## src/rtl/hsowr_pkg.sv

```systemverilog
// shared types, register codes and reset constants for the single-wire sensor reader
// no dependencies; imported by every module of the block
package hsowr_pkg;

	localparam int FRAME_BYTES_DEF = 5;

	localparam int CFG_IDX_W  = 3;
	localparam int CFG_DATA_W = 16;

	// register indexes of the configuration port
	typedef enum logic [CFG_IDX_W-1:0] {
		REG_START_LOW    = 3'd0,
		REG_RELEASE      = 3'd1,
		REG_RESP_TIMEOUT = 3'd2,
		REG_PHASE_TIMEOUT = 3'd3,
		REG_BIT_SAMPLE   = 3'd4
	} reg_idx_t;

	localparam logic [15:0] START_LOW_RST     = 16'd20000;
	localparam logic [7:0]  RELEASE_RST       = 8'd30;
	localparam logic [7:0]  RESP_TIMEOUT_RST  = 8'd100;
	localparam logic [7:0]  PHASE_TIMEOUT_RST = 8'd50;
	localparam logic [7:0]  BIT_SAMPLE_RST    = 8'd40;

	// status codes
	localparam logic [2:0] ST_OK        = 3'd0;
	localparam logic [2:0] ST_NO_RESP   = 3'd1;
	localparam logic [2:0] ST_RESP_LOW  = 3'd2;
	localparam logic [2:0] ST_RESP_HIGH = 3'd3;
	localparam logic [2:0] ST_BIT_LOW   = 3'd4;
	localparam logic [2:0] ST_BIT_HIGH  = 3'd5;
	localparam logic [2:0] ST_CHECKSUM  = 3'd6;

	typedef enum logic [3:0] {
		PH_IDLE      = 4'd0,
		PH_START_LOW = 4'd1,
		PH_RELEASE   = 4'd2,
		PH_WAIT_RESP = 4'd3,
		PH_RESP_LOW  = 4'd4,
		PH_RESP_HIGH = 4'd5,
		PH_BIT_LOW   = 4'd6,
		PH_BIT_WAIT  = 4'd7,
		PH_BIT_HIGH  = 4'd8
	} phase_t;

	typedef struct packed {
		logic [15:0] start_low_ticks;
		logic [7:0]  release_ticks;
		logic [7:0]  response_timeout;
		logic [7:0]  phase_timeout;
		logic [7:0]  bit_sample_ticks;
	} cfg_t;

	typedef struct packed {
		logic line_level;
		logic start_req;
	} in_t;

	typedef struct packed {
		logic       drive_low;
		logic       busy_res;
		logic       done_res;
		logic [2:0] status;
		logic [7:0] humidity_int;
		logic [7:0] humidity_frac;
		logic [7:0] temperature_int;
		logic [7:0] temperature_frac;
	} out_t;

endpackage

```

## src/rtl/hsowr_cfg.sv

```systemverilog
// configuration register bank of the single-wire sensor reader
// depends on hsowr_pkg
module hsowr_cfg (
	input  logic                              clk,
	input  logic                              arst_n,
	input  logic                              cfg_we,
	input  logic [hsowr_pkg::CFG_IDX_W-1:0]   cfg_index,
	input  logic [hsowr_pkg::CFG_DATA_W-1:0]  cfg_data,
	output hsowr_pkg::cfg_t                   cfg
);
	import hsowr_pkg::*;

	cfg_t cfg_q;

	always_ff @(posedge clk or negedge arst_n) begin
		if (!arst_n) begin
			cfg_q.start_low_ticks  <= START_LOW_RST;
			cfg_q.release_ticks    <= RELEASE_RST;
			cfg_q.response_timeout <= RESP_TIMEOUT_RST;
			cfg_q.phase_timeout    <= PHASE_TIMEOUT_RST;
			cfg_q.bit_sample_ticks <= BIT_SAMPLE_RST;
		end else if (cfg_we) begin
			unique case (cfg_index)
				REG_START_LOW:     cfg_q.start_low_ticks  <= cfg_data;
				REG_RELEASE:       cfg_q.release_ticks    <= cfg_data[7:0];
				REG_RESP_TIMEOUT:  cfg_q.response_timeout <= cfg_data[7:0];
				REG_PHASE_TIMEOUT: cfg_q.phase_timeout    <= cfg_data[7:0];
				REG_BIT_SAMPLE:    cfg_q.bit_sample_ticks <= cfg_data[7:0];
				default: ;
			endcase
		end
	end

	assign cfg = cfg_q;

endmodule

```

## src/rtl/hsowr_in_reg.sv

```systemverilog
// input register stage: holds one tick transaction until the sequencer takes it
// depends on hsowr_pkg
module hsowr_in_reg (
	input  logic             clk,
	input  logic             arst_n,
	input  logic             in_valid,
	output logic             in_stall,
	input  hsowr_pkg::in_t   in_data,
	input  logic             advance,
	output logic             item_valid,
	output hsowr_pkg::in_t   item
);
	import hsowr_pkg::*;

	logic valid_s1;
	in_t  data_s1;

	// a held item that cannot move on blocks the input
	assign in_stall = valid_s1 && !advance;

	always_ff @(posedge clk or negedge arst_n) begin
		if (!arst_n) begin
			valid_s1 <= 1'b0;
		end else if (!in_stall) begin
			valid_s1 <= in_valid;
		end
	end

	always_ff @(posedge clk) begin
		if (in_valid && !in_stall) begin
			data_s1 <= in_data;
		end
	end

	assign item_valid = valid_s1;
	assign item       = data_s1;

endmodule

```

## src/rtl/hsowr_seq.sv

```systemverilog
// reading sequencer: phase, tick counter, bit counter, frame shifter and status
// depends on hsowr_pkg; result is combinational from the next state
module hsowr_seq #(
	parameter int FRAME_BYTES = hsowr_pkg::FRAME_BYTES_DEF
) (
	input  logic             clk,
	input  logic             arst_n,
	input  logic             step,
	input  hsowr_pkg::in_t   item,
	input  hsowr_pkg::cfg_t  cfg,
	output hsowr_pkg::out_t  res
);
	import hsowr_pkg::*;

	localparam int TOTAL_BITS = 8 * FRAME_BYTES;
	localparam int FRAME_W    = TOTAL_BITS;
	localparam int BIT_W      = $clog2(TOTAL_BITS);

	phase_t             phase_q, phase_n;
	logic [15:0]        tick_q, tick_n;
	logic [BIT_W-1:0]   bit_idx_q, bit_idx_n;
	logic [FRAME_W-1:0] frame_q, frame_n;
	logic [2:0]         status_q, status_n;
	logic               done_n;

	logic [15:0]        tick_inc;
	logic [7:0]         limit;
	logic               wait_over;
	logic               last_bit;
	logic [7:0]         sum;
	logic [7:0]         data_byte [4];

	assign tick_inc  = tick_q + 16'd1;
	assign limit     = (phase_q == PH_WAIT_RESP) ? cfg.response_timeout : cfg.phase_timeout;
	assign wait_over = tick_inc > {8'd0, limit};
	assign last_bit  = ({1'b0, bit_idx_q} + (BIT_W+1)'(1)) >= (BIT_W+1)'(TOTAL_BITS);

	// 8-bit sum of every byte but the trailing checksum
	always_comb begin
		sum = '0;
		for (int k = 0; k < FRAME_BYTES - 1; k++) begin
			sum = sum + frame_q[FRAME_W-1-8*k -: 8];
		end
	end

	always_comb begin
		phase_n   = phase_q;
		tick_n    = tick_q;
		bit_idx_n = bit_idx_q;
		frame_n   = frame_q;
		status_n  = status_q;
		done_n    = 1'b0;
		unique case (phase_q) inside
			PH_IDLE: begin
				if (item.start_req) begin
					phase_n   = PH_START_LOW;
					tick_n    = 16'd1;
					bit_idx_n = '0;
					frame_n   = '0;
				end
			end
			PH_START_LOW: begin
				if (tick_q >= cfg.start_low_ticks) begin
					phase_n = PH_RELEASE;
					tick_n  = 16'd1;
				end else begin
					tick_n = tick_inc;
				end
			end
			PH_RELEASE: begin
				if (tick_q >= {8'd0, cfg.release_ticks}) begin
					phase_n = PH_WAIT_RESP;
					tick_n  = '0;
				end else begin
					tick_n = tick_inc;
				end
			end
			PH_WAIT_RESP, PH_RESP_HIGH: begin
				if (!item.line_level) begin
					phase_n = (phase_q == PH_WAIT_RESP) ? PH_RESP_LOW : PH_BIT_LOW;
					tick_n  = '0;
				end else if (wait_over) begin
					phase_n  = PH_IDLE;
					tick_n   = '0;
					status_n = (phase_q == PH_WAIT_RESP) ? ST_NO_RESP : ST_RESP_HIGH;
					done_n   = 1'b1;
				end else begin
					tick_n = tick_inc;
				end
			end
			PH_RESP_LOW, PH_BIT_LOW: begin
				if (item.line_level) begin
					phase_n = (phase_q == PH_RESP_LOW) ? PH_RESP_HIGH : PH_BIT_WAIT;
					tick_n  = '0;
				end else if (wait_over) begin
					phase_n  = PH_IDLE;
					tick_n   = '0;
					status_n = (phase_q == PH_RESP_LOW) ? ST_RESP_LOW : ST_BIT_LOW;
					done_n   = 1'b1;
				end else begin
					tick_n = tick_inc;
				end
			end
			PH_BIT_WAIT: begin
				tick_n = tick_inc;
				if (tick_inc >= {8'd0, cfg.bit_sample_ticks}) begin
					frame_n = {frame_q[FRAME_W-2:0], item.line_level};
					phase_n = PH_BIT_HIGH;
					tick_n  = '0;
				end
			end
			PH_BIT_HIGH: begin
				if (!item.line_level) begin
					if (last_bit) begin
						phase_n   = PH_IDLE;
						tick_n    = '0;
						bit_idx_n = '0;
						status_n  = (sum == frame_q[7:0]) ? ST_OK : ST_CHECKSUM;
						done_n    = 1'b1;
					end else begin
						bit_idx_n = bit_idx_q + BIT_W'(1);
						phase_n   = PH_BIT_LOW;
						tick_n    = '0;
					end
				end else if (wait_over) begin
					phase_n  = PH_IDLE;
					tick_n   = '0;
					status_n = ST_BIT_HIGH;
					done_n   = 1'b1;
				end else begin
					tick_n = tick_inc;
				end
			end
			default: begin
				phase_n = PH_IDLE;
				tick_n  = '0;
			end
		endcase
	end

	always_ff @(posedge clk or negedge arst_n) begin
		if (!arst_n) begin
			phase_q   <= PH_IDLE;
			tick_q    <= '0;
			bit_idx_q <= '0;
			frame_q   <= '0;
			status_q  <= ST_OK;
		end else if (step) begin
			phase_q   <= phase_n;
			tick_q    <= tick_n;
			bit_idx_q <= bit_idx_n;
			frame_q   <= frame_n;
			status_q  <= status_n;
		end
	end

	// data bytes shown only for good or checksum-failed readings, never the checksum byte
	for (genvar k = 0; k < 4; k++) begin : g_byte
		if (k < FRAME_BYTES - 1) begin : g_have
			assign data_byte[k] = (status_n == ST_OK || status_n == ST_CHECKSUM)
				? frame_n[FRAME_W-1-8*k -: 8] : 8'd0;
		end else begin : g_none
			assign data_byte[k] = 8'd0;
		end
	end

	always_comb begin
		res.drive_low        = (phase_n == PH_START_LOW);
		res.busy_res         = (phase_n != PH_IDLE);
		res.done_res         = done_n;
		res.status           = status_n;
		res.humidity_int     = data_byte[0];
		res.humidity_frac    = data_byte[1];
		res.temperature_int  = data_byte[2];
		res.temperature_frac = data_byte[3];
	end

endmodule

```

## src/rtl/hsowr_out_reg.sv

```systemverilog
// result register: holds one result transaction until the receiver takes it
// depends on hsowr_pkg
module hsowr_out_reg (
	input  logic              clk,
	input  logic              arst_n,
	input  logic              load,
	input  hsowr_pkg::out_t   res,
	output logic              out_valid,
	input  logic              out_stall,
	output hsowr_pkg::out_t   out_data
);
	import hsowr_pkg::*;

	logic valid_q;
	out_t data_q;

	always_ff @(posedge clk or negedge arst_n) begin
		if (!arst_n) begin
			valid_q <= 1'b0;
		end else if (load) begin
			valid_q <= 1'b1;
		end else if (!out_stall) begin
			valid_q <= 1'b0;
		end
	end

	always_ff @(posedge clk) begin
		if (load) begin
			data_q <= res;
		end
	end

	assign out_valid = valid_q;
	assign out_data  = data_q;

endmodule

```

## src/rtl/humidity_sensor_one_wire_reader.sv

```systemverilog
// top level of the single-wire humidity and temperature sensor reader
// depends on hsowr_pkg, hsowr_cfg, hsowr_in_reg, hsowr_seq, hsowr_out_reg
//
//   channel   handshake              payload                  transaction
//   in        in_valid / in_stall    hsowr_pkg::in_t          one microsecond tick
//   out       out_valid / out_stall  hsowr_pkg::out_t         one result per tick
//   cfg       cfg_we                 cfg_index, cfg_data      one register write
//
// one tick transaction per cycle sustained while out_stall is low; an accepted tick is
// held in the input register and its result is then registered in the result register,
// from which the receiver takes it
// the sequencer state advances only when the held tick moves into the result register
// out_stall backs up through the input register; in_stall rises only while a tick is held
// asynchronous reset returns the sequencer to idle and the configuration registers to defaults
module humidity_sensor_one_wire_reader #(
	parameter int FRAME_BYTES = hsowr_pkg::FRAME_BYTES_DEF
) (
	input  logic                              clk,
	input  logic                              arst_n,
	input  logic                              in_valid,
	output logic                              in_stall,
	input  hsowr_pkg::in_t                    in_data,
	output logic                              out_valid,
	input  logic                              out_stall,
	output hsowr_pkg::out_t                   out_data,
	input  logic                              cfg_we,
	input  logic [hsowr_pkg::CFG_IDX_W-1:0]   cfg_index,
	input  logic [hsowr_pkg::CFG_DATA_W-1:0]  cfg_data
);
	import hsowr_pkg::*;

	cfg_t cfg;
	in_t  item;
	out_t res;
	logic item_valid;
	logic advance;

	// held tick moves on when the result register is empty or being emptied
	assign advance = item_valid && (!out_valid || !out_stall);

	hsowr_cfg u_cfg (
		.clk       (clk),
		.arst_n    (arst_n),
		.cfg_we    (cfg_we),
		.cfg_index (cfg_index),
		.cfg_data  (cfg_data),
		.cfg       (cfg)
	);

	hsowr_in_reg u_in_reg (
		.clk        (clk),
		.arst_n     (arst_n),
		.in_valid   (in_valid),
		.in_stall   (in_stall),
		.in_data    (in_data),
		.advance    (advance),
		.item_valid (item_valid),
		.item       (item)
	);

	// phase sequencer; one step per tick transaction
	hsowr_seq #(
		.FRAME_BYTES (FRAME_BYTES)
	) u_seq (
		.clk    (clk),
		.arst_n (arst_n),
		.step   (advance),
		.item   (item),
		.cfg    (cfg),
		.res    (res)
	);

	hsowr_out_reg u_out_reg (
		.clk       (clk),
		.arst_n    (arst_n),
		.load      (advance),
		.res       (res),
		.out_valid (out_valid),
		.out_stall (out_stall),
		.out_data  (out_data)
	);

`ifndef SYNTHESIS
	// a reading that has just ended is no longer busy
	a_done_not_busy: assert property (@(posedge clk) disable iff (!arst_n)
		out_valid && out_data.done_res |-> !out_data.busy_res)
		else $error("done result still marked busy");

	// the line is only driven while a reading is in progress
	a_drive_in_read: assert property (@(posedge clk) disable iff (!arst_n)
		out_valid && out_data.drive_low |-> out_data.busy_res)
		else $error("line driven low outside a reading");

	// the input only backs up while a tick is held
	a_stall_held: assert property (@(posedge clk) disable iff (!arst_n)
		in_stall |-> item_valid && out_valid && out_stall)
		else $error("input stalled without a held tick");

	// timeouts clear the data fields
	a_timeout_data: assert property (@(posedge clk) disable iff (!arst_n)
		out_valid && out_data.status != ST_OK && out_data.status != ST_CHECKSUM |->
		out_data.humidity_int == 8'd0 && out_data.humidity_frac == 8'd0 &&
		out_data.temperature_int == 8'd0 && out_data.temperature_frac == 8'd0)
		else $error("data shown after a timeout");
`endif

endmodule

```

## config.mk

```make
export PLATFORM = sky130hd
export DESIGN_NAME = humidity_sensor_one_wire_reader
export DESIGN_NICKNAME = d
export VERILOG_FILES = /design/src/rtl/hsowr_pkg.sv /design/src/rtl/hsowr_cfg.sv /design/src/rtl/hsowr_in_reg.sv /design/src/rtl/hsowr_seq.sv /design/src/rtl/hsowr_out_reg.sv /design/src/rtl/humidity_sensor_one_wire_reader.sv
export SDC_FILE = /design/constraint.sdc
export NUM_CORES = 1
export LEC_CHECK = 0
export BUFFER_PORTS_ARGS = -buffer_cell sky130_fd_sc_hd__buf_2
export CORE_UTILIZATION = 55
export CTS_BUF_LIST = sky130_fd_sc_hd__clkbuf_16
export CTS_CLUSTER_DIAMETER = 100
export DETAILED_ROUTE_END_ITERATION = 6
export PLACE_DENSITY = 0.85
export SLEW_MARGIN = 20
export SYNTH_ARGS = -nofsm -noshare
export SYNTH_HDL_FRONTEND = slang
export SYNTH_SLANG_ARGS = --single-unit
```

## constraint.sdc

```tcl
create_clock -name clk -period 6.5 [get_ports clk]
set_clock_uncertainty 0.2 [all_clocks]
set_input_delay 0.65 -clock clk [delete_from_list [all_inputs] [get_ports clk]]
set_output_delay 0.65 -clock clk [all_outputs]
set_load 0.02 [all_outputs]
```

==> key figures <==
STA
  • Fmax: 201 MHz
  • Relative slew margins: 0.386
  • Final worst path period need: 4.97 ns
  • Final setup margin: 1.53 ns
  • Period Utilization, post-route: 0.765
  • Total Negative Setup Slacks: 0 ns
  • Number of failing setup endpoints in the final timing report: 0
  • Final max-slew violation count: 0
  • Setup repair after global routing missed its margin: false
  • Hold violation total from the final report: 0
  • Slew of the pin with the lowest slew margin: 0.917 ns

Power and ir drop
  • Power density of the placed cells: 301 nW/um2
  • Standby leakage power: 0.00465 uW
  • Int Pwr: 2020 uW
  • Part of the power in registers: 0.404
  • Switching part of the total: 0.358
  • Fraction of power consumed by the clock network: 0.319
  • Peak supply drop: 0.210 mV
  • Part of the total power dissipated in combinational logic: 0.277
  • P_sw: 1130 uW

Cells and area
  • Share of post-route cells with drive strength above 1: 0.208
  • Inserted Diodes: 0
  • Most frequent cells in the layout: dfrtp_1, nand2_1, o21ai_0, buf_2, a21oi_1
  • Number of nets in the layout: 1038
  • Final cell count without fillers: 1182
  • Area delta synth->final: 11.5%
  • Leading cell type in the layout, fill and taps excluded: dfrtp_1

Place
  • Number of buffers added on ports: 65
  • Hpwl dp: 15.3 mm
  • Post-Place Worst Slack: 1.56 ns
  • Cells after DPL: 1149
  • Final Wtd Congestion: 0.939

Setup path
  • Data arrival time at the worst-slack endpoint: 4.93 ns
  • Crit Reg-Reg Startpoint: u_seq.frame_q[9]
  • Kind of capture point of the worst setup path: flip-flop
  • Number of buffers and inverters on the critical path: 3
  • Setup slack of the worst register-to-register path: 1.53 ns
  • Longest individual stage delay on the worst path: 0.58 ns
  • Setup Crit Path Kind: reg2reg
  • Crit Path Max Fanout: 32
  • CP startpoint kind: flip-flop
  • Required time of the critical path: 6.46 ns
  • Endpoint of the lowest-slack register-to-register path: u_out_reg.out_data[3]
  • Chain of cells forming the critical path: fa_1, inv_1, fa_1, inv_1, ha_1, fa_1, xnor2_1, xnor2_1, nor4_1, nand4_1, o31ai_1, o2111ai_2, a31oi_4, buf_4, nor4_1
  • Depth of the worst register-to-register path: 15
  • CP most frequent cell: fa_1
  • Crit path max-delay family: adder cells
  • Cell with the largest stage delay on the worst path: fa_1

Die
  • Floorplan Core Area: 16600 um2
  • Die width: 133 um
  • IO Pins: 66
  • Die ar.: 17600 um2
  • Number of core rows: 47
  • Die Span Y: 133 um
  • Initial core utilization: 0.563

Drt
  • Average wire per standard cell: 18.9 um
  • Metal3 WL: 1.62 mm
  • First drt pass iteration count: 6
  • Routed vias: 7434
  • Iter 0 DRT Violations: 747
  • Length of routed met2 wiring: 10.6 mm
  • Residual DRC: 0
  • Vias per inst: 6.29
  • Top layer used by detailed routing: met4
  • Wire length on met1: 9.46 mm
  • Detail Route Antenna Nets: 0
  • Post-Route WL: 22.3 mm

Synth
  • Cell count after synthesis: 905
  • Cell type contributing the most total cell area after synthesis: dfrtp_1
  • Share of synthesized registers carrying an async set or reset: 0.748
  • Post-Syn Nets: 994
  • Unique cell type count in the Yosys netlist: 74
  • Cell area after synthesis: 9380 um2
  • Number of register bits inferred by synthesis: 159
  • Top-area cell type share of the netlist area: 0.272
  • Count of yosys warnings during synthesis: 0
  • Number of flops mapped to enable cells by yosys: 40
  • Leading register cell type out of synthesis: dfrtp_1
  • Area contributors post-synth: dfrtp_1, edfxtp_1, ha_1
  • Proportion of synthesized chip area in sequential cells: 0.448
  • Mean instance size in the synthesized netlist: 10.4 um2

Clocking
  • Number of post-CTS setup repair buffers: 0
  • CTS tree: done
  • Post-CTS clock slew at the launch and capture registers of the worst setup and hold paths: 0.07 ns
  • Number of buffers added by the clock tree synthesis step: 17
  • Master cell of the clock root buffer: clkbuf_16
  • H-tree depth reported by CTS: 4
  • Clock latency on the worst-skew pair: 0.44 ns
  • Post-cts sizing count: 0
  • Maximum clock insertion buffer count: 2
  • Cts hold-fix bufs: 0
  • Clk sink count: 159

Global route
  • First-pass GRT wire length: 37.5 mm
  • Overall routing resource usage: 0.270
  • Number of antenna violations at the first check in global routing: 0
  • Pin count of the biggest net entering global routing: 61
  • Vias in the first global route: 7264
  • Remaining Overflow, GRT: 0

Outcome
  • Status: complete, no violations

Flow run
  • Number of max-capacitance violations reported: 0

Min path
  • Hold Path Class: in2async
[flip-flops by register name (all words and copies together) (netlist names)]
register,cells
u_seq.status_q,3
u_seq.frame_q,40
u_out_reg.out_valid,1
u_out_reg.out_data,38
u_seq.tick_q,16
u_in_reg.item,2
u_seq.phase_q,4
u_cfg.cfg,48
u_in_reg.item_valid,1
u_seq.bit_idx_q,6
[final cells by class]
type	instances	area (um2)
Fill cell	1224	6180
Multi-Input combinational cell	645	4780
Sequential cell	159	4200
Timing Repair Buffer	78	433
Clock buffer	17	425
Tap cell	220	275
Inverter	48	181
Clock inverter	15	168
[worst max-delay path by stage]
stage | from | to | slack [ns] | cells past startpoint
finish | u_seq.frame_q[9] | u_out_reg.out_data[3] | 1.53 | 15
floorplan | u_seq.frame_q[9] | u_out_reg.out_data[5] | 2.15 | 15
global placement | u_seq.phase_q[0] | u_out_reg.out_data[21] | 1.74 | 14
global route | u_seq.frame_q[9] | u_out_reg.out_data[3] | 1.27 | 15
CTS | u_seq.frame_q[9] | u_out_reg.out_data[3] | 1.53 | 15
detailed placement | u_seq.frame_q[9] | u_out_reg.out_data[3] | 1.56 | 15
[power groups by stage]
stage	Combinational, uW	Clock [uW]	Sequential, uW
floorplan	672	0	1250
global placement	818	0	1280
detailed placement	844	0	1280
CTS	857	1010	1260
global route	967	1050	1280
finish	872	1000	1270
[logic make-up (layout without fill, tap and decap cells)]
kind of cell	count (synthesis)	in the layout	share of synthesized area
adder cells (fa/ha/maj)	63	63	0.0953
buffers and inverters	101	158	0.0472
XOR/XNOR	27	27	0.0252
AND/OR/NAND/NOR	295	295	0.186
AO/OA/AOI/OAI	228	228	0.162
flip-flops	159	159	0.448
multiplexers	32	32	0.0371
[routing by layer]
metal / vias to the layer above / GRT usage
met2: 309 / 0.413
met3: 60 / 0.0605
met4: 0 / 0.113
met1: 3641 / 0.373
li1: 3424 / -
met5: - / 0
[metrics by stage]
| stage | hold WS (ns) | util | power, uW | instance area, um2 |
|---|---|---|---|---|
| detailed placement | 0.284 | 0.592 | 2130 | 9840 |
| finish | 0.0923 | 0.628 | 3140 | 10500 |
| CTS | 0.115 | 0.627 | 3130 | 10400 |
| global placement | 0.267 | 0.592 | 2090 | 9840 |
| floorplan | 0.154 | - | 1930 | 9380 |
| global route | 0.154 | 0.628 | 3300 | 10500 |
[synth_stat cells, types with 4 or more instances]
| master | instances |
|---|---|
| o21ai_0 | 64 |
| buf_2 | 15 |
| nand3_1 | 29 |
| nor2b_1 | 8 |
| fa_1 | 14 |
| nand2b_1 | 7 |
| a22o_1 | 37 |
| a31oi_1 | 9 |
| xnor2_1 | 17 |
| ha_1 | 49 |
| o31ai_1 | 9 |
| nand4_1 | 14 |
| nor4_2 | 30 |
| nor2_1 | 39 |
| and3_1 | 35 |
| xor2_1 | 10 |
| mux2i_1 | 10 |
| nand2_1 | 90 |
| mux2_2 | 22 |
| a21oi_1 | 56 |
| dfstp_2 | 17 |
| dfrtp_1 | 102 |
| clkbuf_1 | 28 |
| or2_2 | 4 |
| a21o_1 | 12 |
| buf_4 | 4 |
| inv_1 | 46 |
| nor4_1 | 8 |
| edfxtp_1 | 40 |
| nor3_1 | 8 |
| buf_6 | 4 |
No activity file was read; power rests on OpenSTA's default activity.
